`src/rtl/jdc_pkg.sv`:
```
// jdc_pkg: shared types, constants and tables of the julian day converter
package jdc_pkg;

  localparam int NSTAGE   = 10;
  localparam int YEAR_W   = 14;
  localparam int MONTH_W  = 4;
  localparam int DAY_W    = 5;
  localparam int JDN_W    = 23;
  localparam int TDATA_W  = 48;

  typedef enum logic {
    OP_DATE_TO_JDN = 1'b0,
    OP_JDN_TO_DATE = 1'b1
  } opcode_t;

  typedef struct packed {
    logic [NSTAGE-1:0] en;
    logic [NSTAGE-1:0] vld;
  } pipe_ctl_t;

  localparam logic [22:0] JDN_EPOCH     = 23'd1721119;
  localparam logic [22:0] JDN_FIRST     = 23'd1721426;
  localparam logic [22:0] JDN_LAST      = 23'd5373484;
  localparam logic [17:0] DAYS_400Y     = 18'd146097;
  localparam logic [10:0] DAYS_4Y       = 11'd1461;
  localparam logic [7:0]  MONTH_SPAN    = 8'd153;
  localparam logic [6:0]  YEARS_CENTURY = 7'd100;

  // reciprocals, floor(2^s / divisor); quotient is exact or one low
  localparam logic [12:0] RCP_CENT  = 13'd5242;   // 2^19 / 100
  localparam logic [13:0] RCP_400Y  = 14'd14699;  // 2^31 / 146097
  localparam logic [13:0] RCP_4Y    = 14'd11483;  // 2^24 / 1461
  localparam logic [8:0]  RCP_MSPAN = 9'd428;     // 2^16 / 153
  // rounded up, exact for the small values divided by five
  localparam logic [7:0]  RCP_FIVE  = 8'd205;     // 2^10 / 5

  // (153 * m + 2) / 5, days before march-based month m
  function automatic logic [8:0] month_days(input logic [3:0] m);
    logic [8:0] res;
    unique case (m)
      4'd0:  res = 9'd0;
      4'd1:  res = 9'd31;
      4'd2:  res = 9'd61;
      4'd3:  res = 9'd92;
      4'd4:  res = 9'd122;
      4'd5:  res = 9'd153;
      4'd6:  res = 9'd184;
      4'd7:  res = 9'd214;
      4'd8:  res = 9'd245;
      4'd9:  res = 9'd275;
      4'd10: res = 9'd306;
      4'd11: res = 9'd337;
      4'd12: res = 9'd367;
      4'd13: res = 9'd398;
      4'd14: res = 9'd428;
      4'd15: res = 9'd459;
    endcase
    return res;
  endfunction

endpackage

```
`src/rtl/jdc_ctrl.sv`:
```
// jdc_ctrl: valid bits and stage enables of the conversion pipeline
module jdc_ctrl (
  input  logic                clk,
  input  logic                rst_n,
  input  logic                in_tvalid,
  input  logic                out_tready,
  output jdc_pkg::pipe_ctl_t  ctl
);
  import jdc_pkg::*;

  logic [NSTAGE-1:0] vld_r;
  logic [NSTAGE-1:0] en_c;

  // a stage moves when it is empty or the stage after it moves
  always_comb begin
    en_c[NSTAGE-1] = ~vld_r[NSTAGE-1] | out_tready;
    for (int i = NSTAGE - 2; i >= 0; i--) begin
      en_c[i] = ~vld_r[i] | en_c[i+1];
    end
  end

  always_ff @(posedge clk) begin
    if (!rst_n) begin
      vld_r <= '0;
    end else begin
      if (en_c[0]) begin
        vld_r[0] <= in_tvalid;
      end
      for (int i = 1; i < NSTAGE; i++) begin
        if (en_c[i]) begin
          vld_r[i] <= vld_r[i-1];
        end
      end
    end
  end

  assign ctl.en  = en_c;
  assign ctl.vld = vld_r;

endmodule

```
`src/rtl/jdc_fwd.sv`:
```
// jdc_fwd: date to julian day number datapath
module jdc_fwd (
  input  logic                               clk,
  input  jdc_pkg::pipe_ctl_t                 ctl,
  input  jdc_pkg::opcode_t                   op,
  input  logic [jdc_pkg::YEAR_W-1:0]         year,
  input  logic [jdc_pkg::MONTH_W-1:0]        month,
  input  logic [jdc_pkg::DAY_W-1:0]          day,
  output logic [jdc_pkg::JDN_W-1:0]          day_number_out
);
  import jdc_pkg::*;

  // stage 0: clamp and march-based month
  logic [YEAR_W-1:0]  y_clamp;
  logic [YEAR_W-1:0]  y0_nxt, y0_r;
  logic [MONTH_W-1:0] m0_nxt, m0_r;
  logic [DAY_W-1:0]   d0_r;
  opcode_t            op0_r;

  // stage 1: century estimate
  logic [26:0]        cq_prod;
  logic [7:0]         q1_r;
  logic [YEAR_W-1:0]  y1_r;
  logic [MONTH_W-1:0] m1_r;
  logic [DAY_W-1:0]   d1_r;
  opcode_t            op1_r;

  // stage 2: century and year of century
  logic [14:0]        cr_diff;
  logic [7:0]         cent2_nxt, cent2_r;
  logic [6:0]         cy2_nxt, cy2_r;
  logic [MONTH_W-1:0] m2_r;
  logic [DAY_W-1:0]   d2_r;
  opcode_t            op2_r;

  // stage 3: partial day counts
  logic [25:0]        a_prod;
  logic [17:0]        b_prod;
  logic [23:0]        a3_r;
  logic [15:0]        b3_r;
  logic [8:0]         c3_r;
  logic [DAY_W-1:0]   d3_r;
  opcode_t            op3_r;

  // stage 4: sum, then delay to the end of the pipeline
  logic [23:0]        sum4;
  logic [JDN_W-1:0]   jdn4_nxt;
  logic [JDN_W-1:0]   jdn_r [4:NSTAGE-1];

  always_comb begin
    y_clamp = (year == '0) ? YEAR_W'(1) : year;
    if (month > 4'd2) begin
      m0_nxt = month - 4'd3;
      y0_nxt = y_clamp;
    end else begin
      m0_nxt = month + 4'd9;
      y0_nxt = y_clamp - YEAR_W'(1);
    end
  end

  assign cq_prod = 27'(y0_r) * 27'(RCP_CENT);
  assign cr_diff = 15'(y1_r) - 15'(q1_r) * 15'(YEARS_CENTURY);

  always_comb begin
    if (cr_diff >= 15'(YEARS_CENTURY)) begin
      cent2_nxt = q1_r + 8'd1;
      cy2_nxt   = 7'(cr_diff - 15'(YEARS_CENTURY));
    end else begin
      cent2_nxt = q1_r;
      cy2_nxt   = 7'(cr_diff);
    end
  end

  assign a_prod = 26'(DAYS_400Y) * 26'(cent2_r);
  assign b_prod = 18'(DAYS_4Y) * 18'(cy2_r);

  assign sum4 = 24'(a3_r) + 24'(b3_r) + 24'(c3_r) + 24'(d3_r) + 24'(JDN_EPOCH);
  assign jdn4_nxt = (op3_r == OP_JDN_TO_DATE) ? '0 : sum4[JDN_W-1:0];

  always_ff @(posedge clk) begin
    if (ctl.en[0]) begin
      y0_r  <= y0_nxt;
      m0_r  <= m0_nxt;
      d0_r  <= day;
      op0_r <= op;
    end
    if (ctl.en[1]) begin
      q1_r  <= cq_prod[26:19];
      y1_r  <= y0_r;
      m1_r  <= m0_r;
      d1_r  <= d0_r;
      op1_r <= op0_r;
    end
    if (ctl.en[2]) begin
      cent2_r <= cent2_nxt;
      cy2_r   <= cy2_nxt;
      m2_r    <= m1_r;
      d2_r    <= d1_r;
      op2_r   <= op1_r;
    end
    if (ctl.en[3]) begin
      a3_r  <= a_prod[25:2];
      b3_r  <= b_prod[17:2];
      c3_r  <= month_days(m2_r);
      d3_r  <= d2_r;
      op3_r <= op2_r;
    end
    if (ctl.en[4]) begin
      jdn_r[4] <= jdn4_nxt;
    end
    for (int i = 5; i < NSTAGE; i++) begin
      if (ctl.en[i]) begin
        jdn_r[i] <= jdn_r[i-1];
      end
    end
  end

  assign day_number_out = jdn_r[NSTAGE-1];

endmodule

```
`src/rtl/jdc_inv.sv`:
```
// jdc_inv: julian day number to date datapath with range check
module jdc_inv (
  input  logic                               clk,
  input  jdc_pkg::pipe_ctl_t                 ctl,
  input  jdc_pkg::opcode_t                   op,
  input  logic [jdc_pkg::JDN_W-1:0]          day_number,
  output logic [jdc_pkg::YEAR_W-1:0]         out_year,
  output logic [jdc_pkg::MONTH_W-1:0]        out_month,
  output logic [jdc_pkg::DAY_W-1:0]          out_day,
  output logic                               range_error
);
  import jdc_pkg::*;

  opcode_t     op_r  [0:NSTAGE-2];
  logic        err_r [0:NSTAGE-2];
  logic [6:0]  cent_r [3:NSTAGE-2];
  logic [7:0]  yc_r   [6:NSTAGE-2];

  // stage 0
  logic [JDN_W-1:0] t_full;
  logic [23:0]      x0_nxt, x0_r;
  logic             err0_nxt;
  // stage 1
  logic [37:0]      p1;
  logic [6:0]       q1_r;
  logic [23:0]      x1_r;
  // stage 2
  logic [24:0]      prod2, diff2;
  logic [18:0]      r2_r;
  logic [6:0]       q2_r;
  // stage 3
  logic [18:0]      rr3;
  logic [6:0]       cent3_nxt;
  logic [17:0]      x3_r;
  // stage 4
  logic [31:0]      p4;
  logic [7:0]       q4_r;
  logic [17:0]      x4_r;
  // stage 5
  logic [18:0]      prod5, diff5;
  logic [11:0]      r5_r;
  logic [7:0]       q5_r;
  // stage 6
  logic [11:0]      d6;
  logic [7:0]       yc6_nxt;
  logic [8:0]       d6b;
  logic [11:0]      x6_full;
  logic [10:0]      x6_r;
  // stage 7
  logic [19:0]      p7;
  logic [3:0]       q7_r;
  logic [10:0]      x7_r;
  // stage 8
  logic [11:0]      prod8, diff8;
  logic [8:0]       r8;
  logic [3:0]       m8_nxt, m8_r;
  logic [7:0]       d8_nxt, d8_r;
  // stage 9
  logic [8:0]       d9s;
  logic [16:0]      dprod9;
  logic [YEAR_W-1:0]  year9;
  logic [MONTH_W-1:0] month9;
  logic             late9;
  logic             keep9;
  logic [YEAR_W-1:0]  year_r;
  logic [MONTH_W-1:0] month_r;
  logic [DAY_W-1:0]   day_r;
  logic             err_o_r;

  assign t_full   = day_number - JDN_EPOCH;
  assign x0_nxt   = {t_full[21:0], 2'b00} - 24'd1;
  assign err0_nxt = (day_number < JDN_FIRST) || (day_number > JDN_LAST);

  assign p1 = 38'(x0_r) * 38'(RCP_400Y);

  assign prod2 = 25'(DAYS_400Y) * 25'(q1_r);
  assign diff2 = 25'(x1_r) - prod2;

  always_comb begin
    if (r2_r >= 19'(DAYS_400Y)) begin
      cent3_nxt = q2_r + 7'd1;
      rr3       = r2_r - 19'(DAYS_400Y);
    end else begin
      cent3_nxt = q2_r;
      rr3       = r2_r;
    end
  end

  assign p4 = 32'(x3_r) * 32'(RCP_4Y);

  assign prod5 = 19'(DAYS_4Y) * 19'(q4_r);
  assign diff5 = 19'(x4_r) - prod5;

  always_comb begin
    if (r5_r >= 12'(DAYS_4Y)) begin
      yc6_nxt = q5_r + 8'd1;
      d6      = r5_r - 12'(DAYS_4Y);
    end else begin
      yc6_nxt = q5_r;
      d6      = r5_r;
    end
    d6b     = d6[10:2] + 9'd1;
    x6_full = 12'(d6b) * 12'd5 - 12'd3;
  end

  assign p7 = 20'(x6_r) * 20'(RCP_MSPAN);

  assign prod8 = 12'(MONTH_SPAN) * 12'(q7_r);
  assign diff8 = 12'(x7_r) - prod8;
  assign r8    = diff8[8:0];

  always_comb begin
    if (r8 >= 9'(MONTH_SPAN)) begin
      m8_nxt = q7_r + 4'd1;
      d8_nxt = 8'(r8 - 9'(MONTH_SPAN));
    end else begin
      m8_nxt = q7_r;
      d8_nxt = r8[7:0];
    end
  end

  // march-based month back to calendar month, jan and feb close the year
  always_comb begin
    late9  = (m8_r >= 4'd10);
    month9 = late9 ? (m8_r - 4'd9) : (m8_r + 4'd3);
    year9  = YEAR_W'(cent_r[NSTAGE-2]) * YEAR_W'(YEARS_CENTURY)
           + YEAR_W'(yc_r[NSTAGE-2]) + YEAR_W'(late9);
    d9s    = 9'(d8_r) + 9'd5;
    dprod9 = 17'(d9s) * 17'(RCP_FIVE);
    keep9  = (op_r[NSTAGE-2] == OP_JDN_TO_DATE) && !err_r[NSTAGE-2];
  end

  always_ff @(posedge clk) begin
    if (ctl.en[0]) begin
      x0_r     <= x0_nxt;
      op_r[0]  <= op;
      err_r[0] <= err0_nxt;
    end
    for (int i = 1; i < NSTAGE - 1; i++) begin
      if (ctl.en[i]) begin
        op_r[i]  <= op_r[i-1];
        err_r[i] <= err_r[i-1];
      end
    end
    if (ctl.en[1]) begin
      q1_r <= p1[37:31];
      x1_r <= x0_r;
    end
    if (ctl.en[2]) begin
      r2_r <= diff2[18:0];
      q2_r <= q1_r;
    end
    if (ctl.en[3]) begin
      cent_r[3] <= cent3_nxt;
      x3_r      <= {rr3[17:2], 2'b11};
    end
    for (int i = 4; i < NSTAGE - 1; i++) begin
      if (ctl.en[i]) begin
        cent_r[i] <= cent_r[i-1];
      end
    end
    if (ctl.en[4]) begin
      q4_r <= p4[31:24];
      x4_r <= x3_r;
    end
    if (ctl.en[5]) begin
      r5_r <= diff5[11:0];
      q5_r <= q4_r;
    end
    if (ctl.en[6]) begin
      yc_r[6] <= yc6_nxt;
      x6_r    <= x6_full[10:0];
    end
    for (int i = 7; i < NSTAGE - 1; i++) begin
      if (ctl.en[i]) begin
        yc_r[i] <= yc_r[i-1];
      end
    end
    if (ctl.en[7]) begin
      q7_r <= p7[19:16];
      x7_r <= x6_r;
    end
    if (ctl.en[8]) begin
      m8_r <= m8_nxt;
      d8_r <= d8_nxt;
    end
    if (ctl.en[NSTAGE-1]) begin
      year_r  <= keep9 ? year9 : '0;
      month_r <= keep9 ? month9 : '0;
      day_r   <= keep9 ? dprod9[14:10] : '0;
      err_o_r <= (op_r[NSTAGE-2] == OP_JDN_TO_DATE) && err_r[NSTAGE-2];
    end
  end

  assign out_year    = year_r;
  assign out_month   = month_r;
  assign out_day     = day_r;
  assign range_error = err_o_r;

endmodule

```
`src/rtl/julian_day_converter.sv`:
```
// julian_day_converter: top level of the gregorian date / julian day number converter
// Input channel in_*: one item per handshake. in_tuser is the opcode, 0 turns
// year, month and day into a julian day number, 1 turns a day number into a
// date. Output channel out_*: one result item for every input item, in order.
// A day number outside years 1 to 9999 raises out_tuser (range error) and
// gives a zero date; fields that do not belong to the opcode read zero.
// The datapath is a 10-stage pipeline with a valid bit per stage, so one item
// can be taken in every cycle while the output accepts results. The longest
// stages hold one constant reciprocal multiply or a multiply, subtract and
// correcting compare of a constant division.
// When out_tready is low the last stage holds its result; earlier stages keep
// filling empty slots, and in_tready drops only once every stage is full.
// No item is lost or repeated across a stall.
// Reset (rst_n low, synchronous) clears the valid bits only; the block keeps
// no other state and is ready for an item in the cycle after reset.
module julian_day_converter (
  input  logic                         clk,
  input  logic                         rst_n,
  input  logic                         in_tvalid,
  output logic                         in_tready,
  // year[13:0], month[17:14], day[22:18], day_number[45:23], zero[47:46]
  input  logic [jdc_pkg::TDATA_W-1:0]  in_tdata,
  // opcode[0]
  input  logic                         in_tuser,
  output logic                         out_tvalid,
  input  logic                         out_tready,
  // day_number_out[22:0], year[36:23], month[40:37], day[45:41], zero[47:46]
  output logic [jdc_pkg::TDATA_W-1:0]  out_tdata,
  // range_error[0]
  output logic                         out_tuser
);
  import jdc_pkg::*;

  pipe_ctl_t          ctl;
  opcode_t            op;
  logic [JDN_W-1:0]   jdn_fwd;
  logic [YEAR_W-1:0]  year_inv;
  logic [MONTH_W-1:0] month_inv;
  logic [DAY_W-1:0]   day_inv;
  logic               err_inv;

  assign op = opcode_t'(in_tuser);

  jdc_ctrl u_ctrl (
    .clk        (clk),
    .rst_n      (rst_n),
    .in_tvalid  (in_tvalid),
    .out_tready (out_tready),
    .ctl        (ctl)
  );

  jdc_fwd u_fwd (
    .clk            (clk),
    .ctl            (ctl),
    .op             (op),
    .year           (in_tdata[13:0]),
    .month          (in_tdata[17:14]),
    .day            (in_tdata[22:18]),
    .day_number_out (jdn_fwd)
  );

  jdc_inv u_inv (
    .clk         (clk),
    .ctl         (ctl),
    .op          (op),
    .day_number  (in_tdata[45:23]),
    .out_year    (year_inv),
    .out_month   (month_inv),
    .out_day     (day_inv),
    .range_error (err_inv)
  );

  assign in_tready  = ctl.en[0];
  assign out_tvalid = ctl.vld[NSTAGE-1];
  assign out_tdata  = {2'b00, day_inv, month_inv, year_inv, jdn_fwd};
  assign out_tuser  = err_inv;

endmodule

```
`config.mk`:
```
export PLATFORM = sky130hd
export DESIGN_NAME = julian_day_converter
export DESIGN_NICKNAME = d
export VERILOG_FILES = /design/src/rtl/jdc_pkg.sv /design/src/rtl/jdc_ctrl.sv /design/src/rtl/jdc_fwd.sv /design/src/rtl/jdc_inv.sv /design/src/rtl/julian_day_converter.sv
export SDC_FILE = /design/constraint.sdc
export NUM_CORES = 2
export LEC_CHECK = 0
export ABC_AREA = 1
export BUFFER_PORTS_ARGS = -buffer_cell sky130_fd_sc_hd__buf_4
export CAP_MARGIN = 20
export CORE_MARGIN = 2
export CORE_UTILIZATION = 65
export CTS_BUF_LIST = sky130_fd_sc_hd__clkbuf_16
export CTS_CLUSTER_SIZE = 28
export DETAILED_ROUTE_END_ITERATION = 7
export PLACE_DENSITY = 0.82
export RECOVER_POWER = 50
export SYNTH_ARGS = -nofsm -noshare
export SYNTH_HDL_FRONTEND = slang
export SYNTH_SLANG_ARGS = --single-unit
```
`constraint.sdc`:
```
create_clock -name clk -period 9.5 [get_ports clk]
set_clock_uncertainty 0.05 [all_clocks]
set_input_delay 1.9 -clock clk [delete_from_list [all_inputs] [get_ports clk]]
set_output_delay 1.9 -clock clk [all_outputs]
set_load 0.02 [all_outputs]
```
# Word-level counts from Yosys, hierarchy flattened
# Memory sizes are Yosys's and may differ from the RTL's. A register that Yosys moved wholly into a read port is not among the register bits.
# Cells that the tools add are included.
# W data, S select, Z words.
# totals
register_bits	326
ramBits	222
out_inout_bits	51
romBits	144
n_memories	6
# mem_list
memory	depth	word_bits	read_ports	rd_ports_with_merged_regs	wr	line_no	rtl
(name not given)	16	9	1	1	0	jdc_pkg.sv:40	unique case (m)
u_fwd.jdn_r	6	23	6	0	6	jdc_fwd.sv:48	logic [JDN_W-1:0] jdn_r [4:NSTAGE-1];
u_inv.cent_r	6	7	6	0	6	jdc_inv.sv:16	logic [6:0] cent_r [3:NSTAGE-2];
u_inv.yc_r	3	8	3	0	3	jdc_inv.sv:17	logic [7:0] yc_r [6:NSTAGE-2];
u_inv.err_r	9	1	9	0	9	jdc_inv.sv:15	logic err_r [0:NSTAGE-2];
u_inv.op_r	9	1	9	0	9	jdc_inv.sv:14	opcode_t op_r [0:NSTAGE-2];
# op_classes
bitwise	20
mul	13
addsub	28
reduce_logical	5
n_mux	33
magnitude_cmp	8
# ops
cell	n
$mul A24 B14 Y38 const B	1
$mul A18 B14 Y32 const B	1
$mux W14	2
$mul A14 B12 Y26 const B	1
$mul A18 B8 Y25 const A	1
$mux W8	3
$sub A24 B1 Y24 const B	1
$add A23 B16 Y23	1
$add A23 B21 Y23 const B	1
$add A23 B5 Y23	1
$add A23 B9 Y23	1
$gt A23 B23 Y1 const B	1
$lt A23 B21 Y1 const B	1
$mux W23	1
$sub A22 B21 Y22 const B	1
$mux W1	20
$ge A19 B18 Y1 const B	1
$mul A18 B7 Y19 const A	1
$sub A19 B19 Y19	1
$mul A11 B7 Y18 const A	1
$mul A11 B7 Y18 const B	1
$mux W18	1
$sub A18 B18 Y18 const B	1
$add A8 B1 Y8 const B	2
38 further kinds	60

# Depth between registers and ports, before layout
# depth
word_depth	13
depth_mapped	28
depth_no_buf	28

# By module
# From an unflattened synthesis, not the netlist that was laid out.
# unflattened
hier_cells	5138
area_unflattened_um2	51435.6
# modules_own_cells
mod	area_each_um2	cells_each	seq_area_each_um2	n_inst
jdc_inv	31177.4	3219	8107.8	1
jdc_fwd	19837.8	1872	8197.9	1
jdc_ctrl	401.6	44	200.2	1
julian_day_converter	18.8	3	0.0	1

# Worst setup path after synthesis
# Ideal clock, no wire load.
# synth_path
path_kind	input-to-output
startpoint	in out_tready
endpoint	out in_tready
required_time_ns	7.550
stages	12
path_slack_ns	0.698
arrival_ns	6.852
path_cell_list	nor2_1 > inv_2 > nor2_1 > inv_2 > nor2_2 > nand2_2 > nor2_4 > nand2_2 > nor2_2 > nand2_2 > nor2_2 > nand2_1
# synth_lines
item	line_no	rtl
from (decl)	julian_day_converter.sv:26	input logic out_tready,
to (decl)	julian_day_converter.sv:20	output logic in_tready,

==> impl_metrics.sql <==
INSERT INTO impl_metrics (metric_group, metric, value, unit) VALUES
('drt', 'routed_via_density', '5.466', ''),
('drt', 'wirelength', '100.6', 'mm'),
('global_route', 'antenna_violations_before_repair', '1', ''),
('drt', 'postRouteAntennaNets', '0', ''),
('cells_and_area', 'design.final.nets', '6526', ''),
('sta', 'final_min_period_over_clock_period', '78.80', '%'),
('floorplan', 'num_rows', '102', ''),
('setup_path', 'crit_type', 'input pin to output port', ''),
('sta', 'min_period', '7486', 'ps'),
('synthesis', 'synth_top_family_by_area', 'adder cells', ''),
('global_route', 'grt.overflow.total', '0', ''),
('global_route', 'wire_length_of_the_first_global_routing_pass', '171.3', 'mm'),
('synthesis', 'syn-instance-count', '5078', ''),
('cells_and_area', 'drive_above_1_share', '4.569', '%'),
('sta', 'tightestPinTransition', '2743', 'ps'),
('floorplan', 'dieHeight', '284.2', 'um'),
('cells_and_area', 'seq_area', '16390', 'um2'),
('min_path', 'min_path_type', 'register to register', ''),
('cells_and_area', 'mostFrequentLayoutCell', 'inv_1', ''),
('cts', 'tritoncts.num_buffers', '56', ''),
('cts', 'ctsHtreeMaxLevel', '2', ''),
('synthesis', 'netlist-cell-type-count', '63', ''),
('synthesis', 'synth_edf_count', '539', ''),
('cts', 'cts_post_setup_buffers_inserted', '0', ''),
('synthesis', 'synthDominantCellAreaShare', '31.72', '%'),
('placed_design', 'detailed_place_hpwl', '80.99', 'mm'),
('synthesis', 'synth_area_leader_cell', 'edfxtp_1', ''),
('floorplan', 'io_pins', '104', ''),
('drt', 'route.vias.total', '34400', ''),
('setup_path', 'ff2ff_setup_slack', '3410', 'ps'),
('setup_path', 'end_kind', 'output port', ''),
('cells_and_area', 'area_growth_syn_to_layout', '6.851', '%'),
('synthesis', 'mappedNetlistArea', '51020', 'um2'),
('setup_path', 'worstRegToRegCells', '20', ''),
('floorplan', 'die_w', '284.2', 'um'),
('outcome', 'run_status', 'finished, violations left', ''),
('sta', 'max_freq', '133.6', 'MHz'),
('cells_and_area', 'multi_input_comb_area', '29970', 'um2'),
('setup_path', 'worstPathMaxFanout', '54', ''),
('synthesis', 'synth_async_sr_flop_share', '0', '%'),
('outcome', 'violated_checks', 'max-capacitance violations, max-slew violations', ''),
('sta', 'rsz_0062_raised_after_global_routing', 'no', ''),
('floorplan', 'core-area', '77590', 'um2'),
('cts', 'cts-hold-fix-buffers', '0', ''),
('synthesis', 'synth_top_flop_cell', 'edfxtp_1', ''),
('setup_path', 'cp-start-kind', 'input pin', ''),
('synthesis', 'synthTopCellsByArea', 'edfxtp_1 32%, ha_1 20%, fa_1 18%, inv_1 8.2%, nand2_1 4.7%', ''),
('placed_design', 'place.port_buffers', '99', ''),
('cts', 'clk_latency', '630', 'ps'),
('synthesis', 'synth_compound_area_share', '6.062', '%'),
('synthesis', 'yosys-mux-area-fraction', '0.02207', '%'),
('synthesis', 'yosysWarnings', '0', ''),
('setup_path', 'crit_required', '7550', 'ps'),
('sta', 'slew_headroom', '-82.86', '%'),
('global_route', 'grt_usage', '25.85', '%'),
('cells_and_area', 'mostFrequentLayoutCells', '1134 x inv_1, 818 x ha_1, 646 x nand2_1, 539 x edfxtp_1, 448 x fa_1', ''),
('sta', 'setup_violations', '0', ''),
('sta', 'timing_hold_violations_final', '0', ''),
('cells_and_area', 'antennaDiodeCount', '0', ''),
('cts', 'cts_root_buffer', 'clkbuf_16', ''),
('synthesis', 'synth_area_per_cell', '10.05', 'um2'),
('setup_path', 'timing.critical_path.arrival', '5540', 'ps'),
('sta', 'finalMaxSlewViolations', '143', ''),
('floorplan', 'die_outline_area', '80760', 'um2'),
('cts', 'cts_max_path_buffers', '3', ''),
('floorplan', 'floorplan.initialDensity', '65.76', '%'),
('job', 'max_cap_violations', '3', ''),
('cells_and_area', 'layout.filler_cells', '5658', ''),
('synthesis', 'synthSimpleGateAreaFrac', '11.09', '%'),
('cts', 'tritoncts', 'built', ''),
('cts', 'cts.sinks', '549', '');
stage by stage:
| step | instances | hold slack, ps | util, % | instance area, um2 | setup slack, ps |
|---|---|---|---|---|---|
| CTS | 6291 | 338.4 | 70.59 | 54780 | 2589 |
| global placement | 6187 | 350.2 | 68.12 | 52860 | 2709 |
| detailed placement | 6187 | 354.5 | 68.12 | 52860 | 2617 |
| finish | 6293 | 335.1 | 70.26 | 54520 | 2014 |
| floorplan | 5079 | 350.3 | - | 51030 | 698.4 |
| global route | 6293 | 356.4 | 70.26 | 54520 | 1576 |
path summary, 6_finish.rpt:
path	start	end
worst min register to register	u_fwd.d1_r[0]$_DFFE_PP_	u_fwd.d2_r[0]$_DFFE_PP_
worst max-delay path	out_tready	in_tready
worst max register to register	u_inv.x0_r[11]$_DFFE_PP_	u_inv.q1_r[5]$_DFFE_PP_
worst min-delay path	u_fwd.d1_r[0]$_DFFE_PP_	u_fwd.d2_r[0]$_DFFE_PP_
final cells by class:
cell class,instances,area share [%]
Timing Repair Buffer,113,1.159
Clock buffer,56,2.570
Multi-Input combinational cell,3340,54.98
Sequential cell,549,30.05
Tap cell,1040,2.387
Inverter,1147,7.901
Clock inverter,48,0.9524
critical path: stages:
cell,delay (ps)
clkbuf_4,100
nor2_1,30
inv_1,1220
nor2_1,90
clkinv_1,140
nor2_1,90
nand2_2,130
nor2_4,60
nand2_2,60
nor2_1,70
nand2_2,60
buf_4,550
nor2_2,110
nand2_2,100
buf_4,500
buf_4,260
synthesized netlist by cell type (12+ instances only):
library cell,instances
inv_1,1120
ha_1,818
nand2_1,644
edfxtp_1,539
fa_1,448
a21oi_1,269
nor2_1,261
nand3_1,187
xor2_1,161
o21ai_0,148
xnor2_1,66
nand4_1,57
nor3_1,38
nand2_2,33
buf_4,27
inv_2,24
o21a_1,22
a31oi_1,20
a21o_1,17
nor2_2,17
o21bai_1,17
nand3b_1,12
metal layers:
layer / track usage [%] / share of wire [%] / vias to the layer above
met5: 0 / 0.011 / -
met4: 8.026 / 3.0 / 2
met3: 2.986 / 5.0 / 202
met2: 45.48 / 49 / 925
met1: 33.55 / 43 / 16500
li1: - / - / 16770
flip-flops by register name (all words and copies together), names as in the netlist, 16 cells and up:
register,count
u_inv.r2_r,19
u_fwd.jdn_r,138
u_fwd.a3_r,23
u_inv.cent_r,42
u_fwd.b3_r,16
u_inv.x0_r,22
u_inv.x3_r,16
u_inv.x1_r,17
u_inv.yc_r,24
cell families after synthesis:
logic type | count (synthesis)
compound gates | 548
mux | 1
simple gates | 1292
fa+ha+maj | 1266
flops | 549
xor+xnor | 231
other cells | 1
buf+inv | 1190
Power is left out: the tool's default activity adds up to more than one toggle a clock period on the data nets, which glitch-free logic cannot reach.
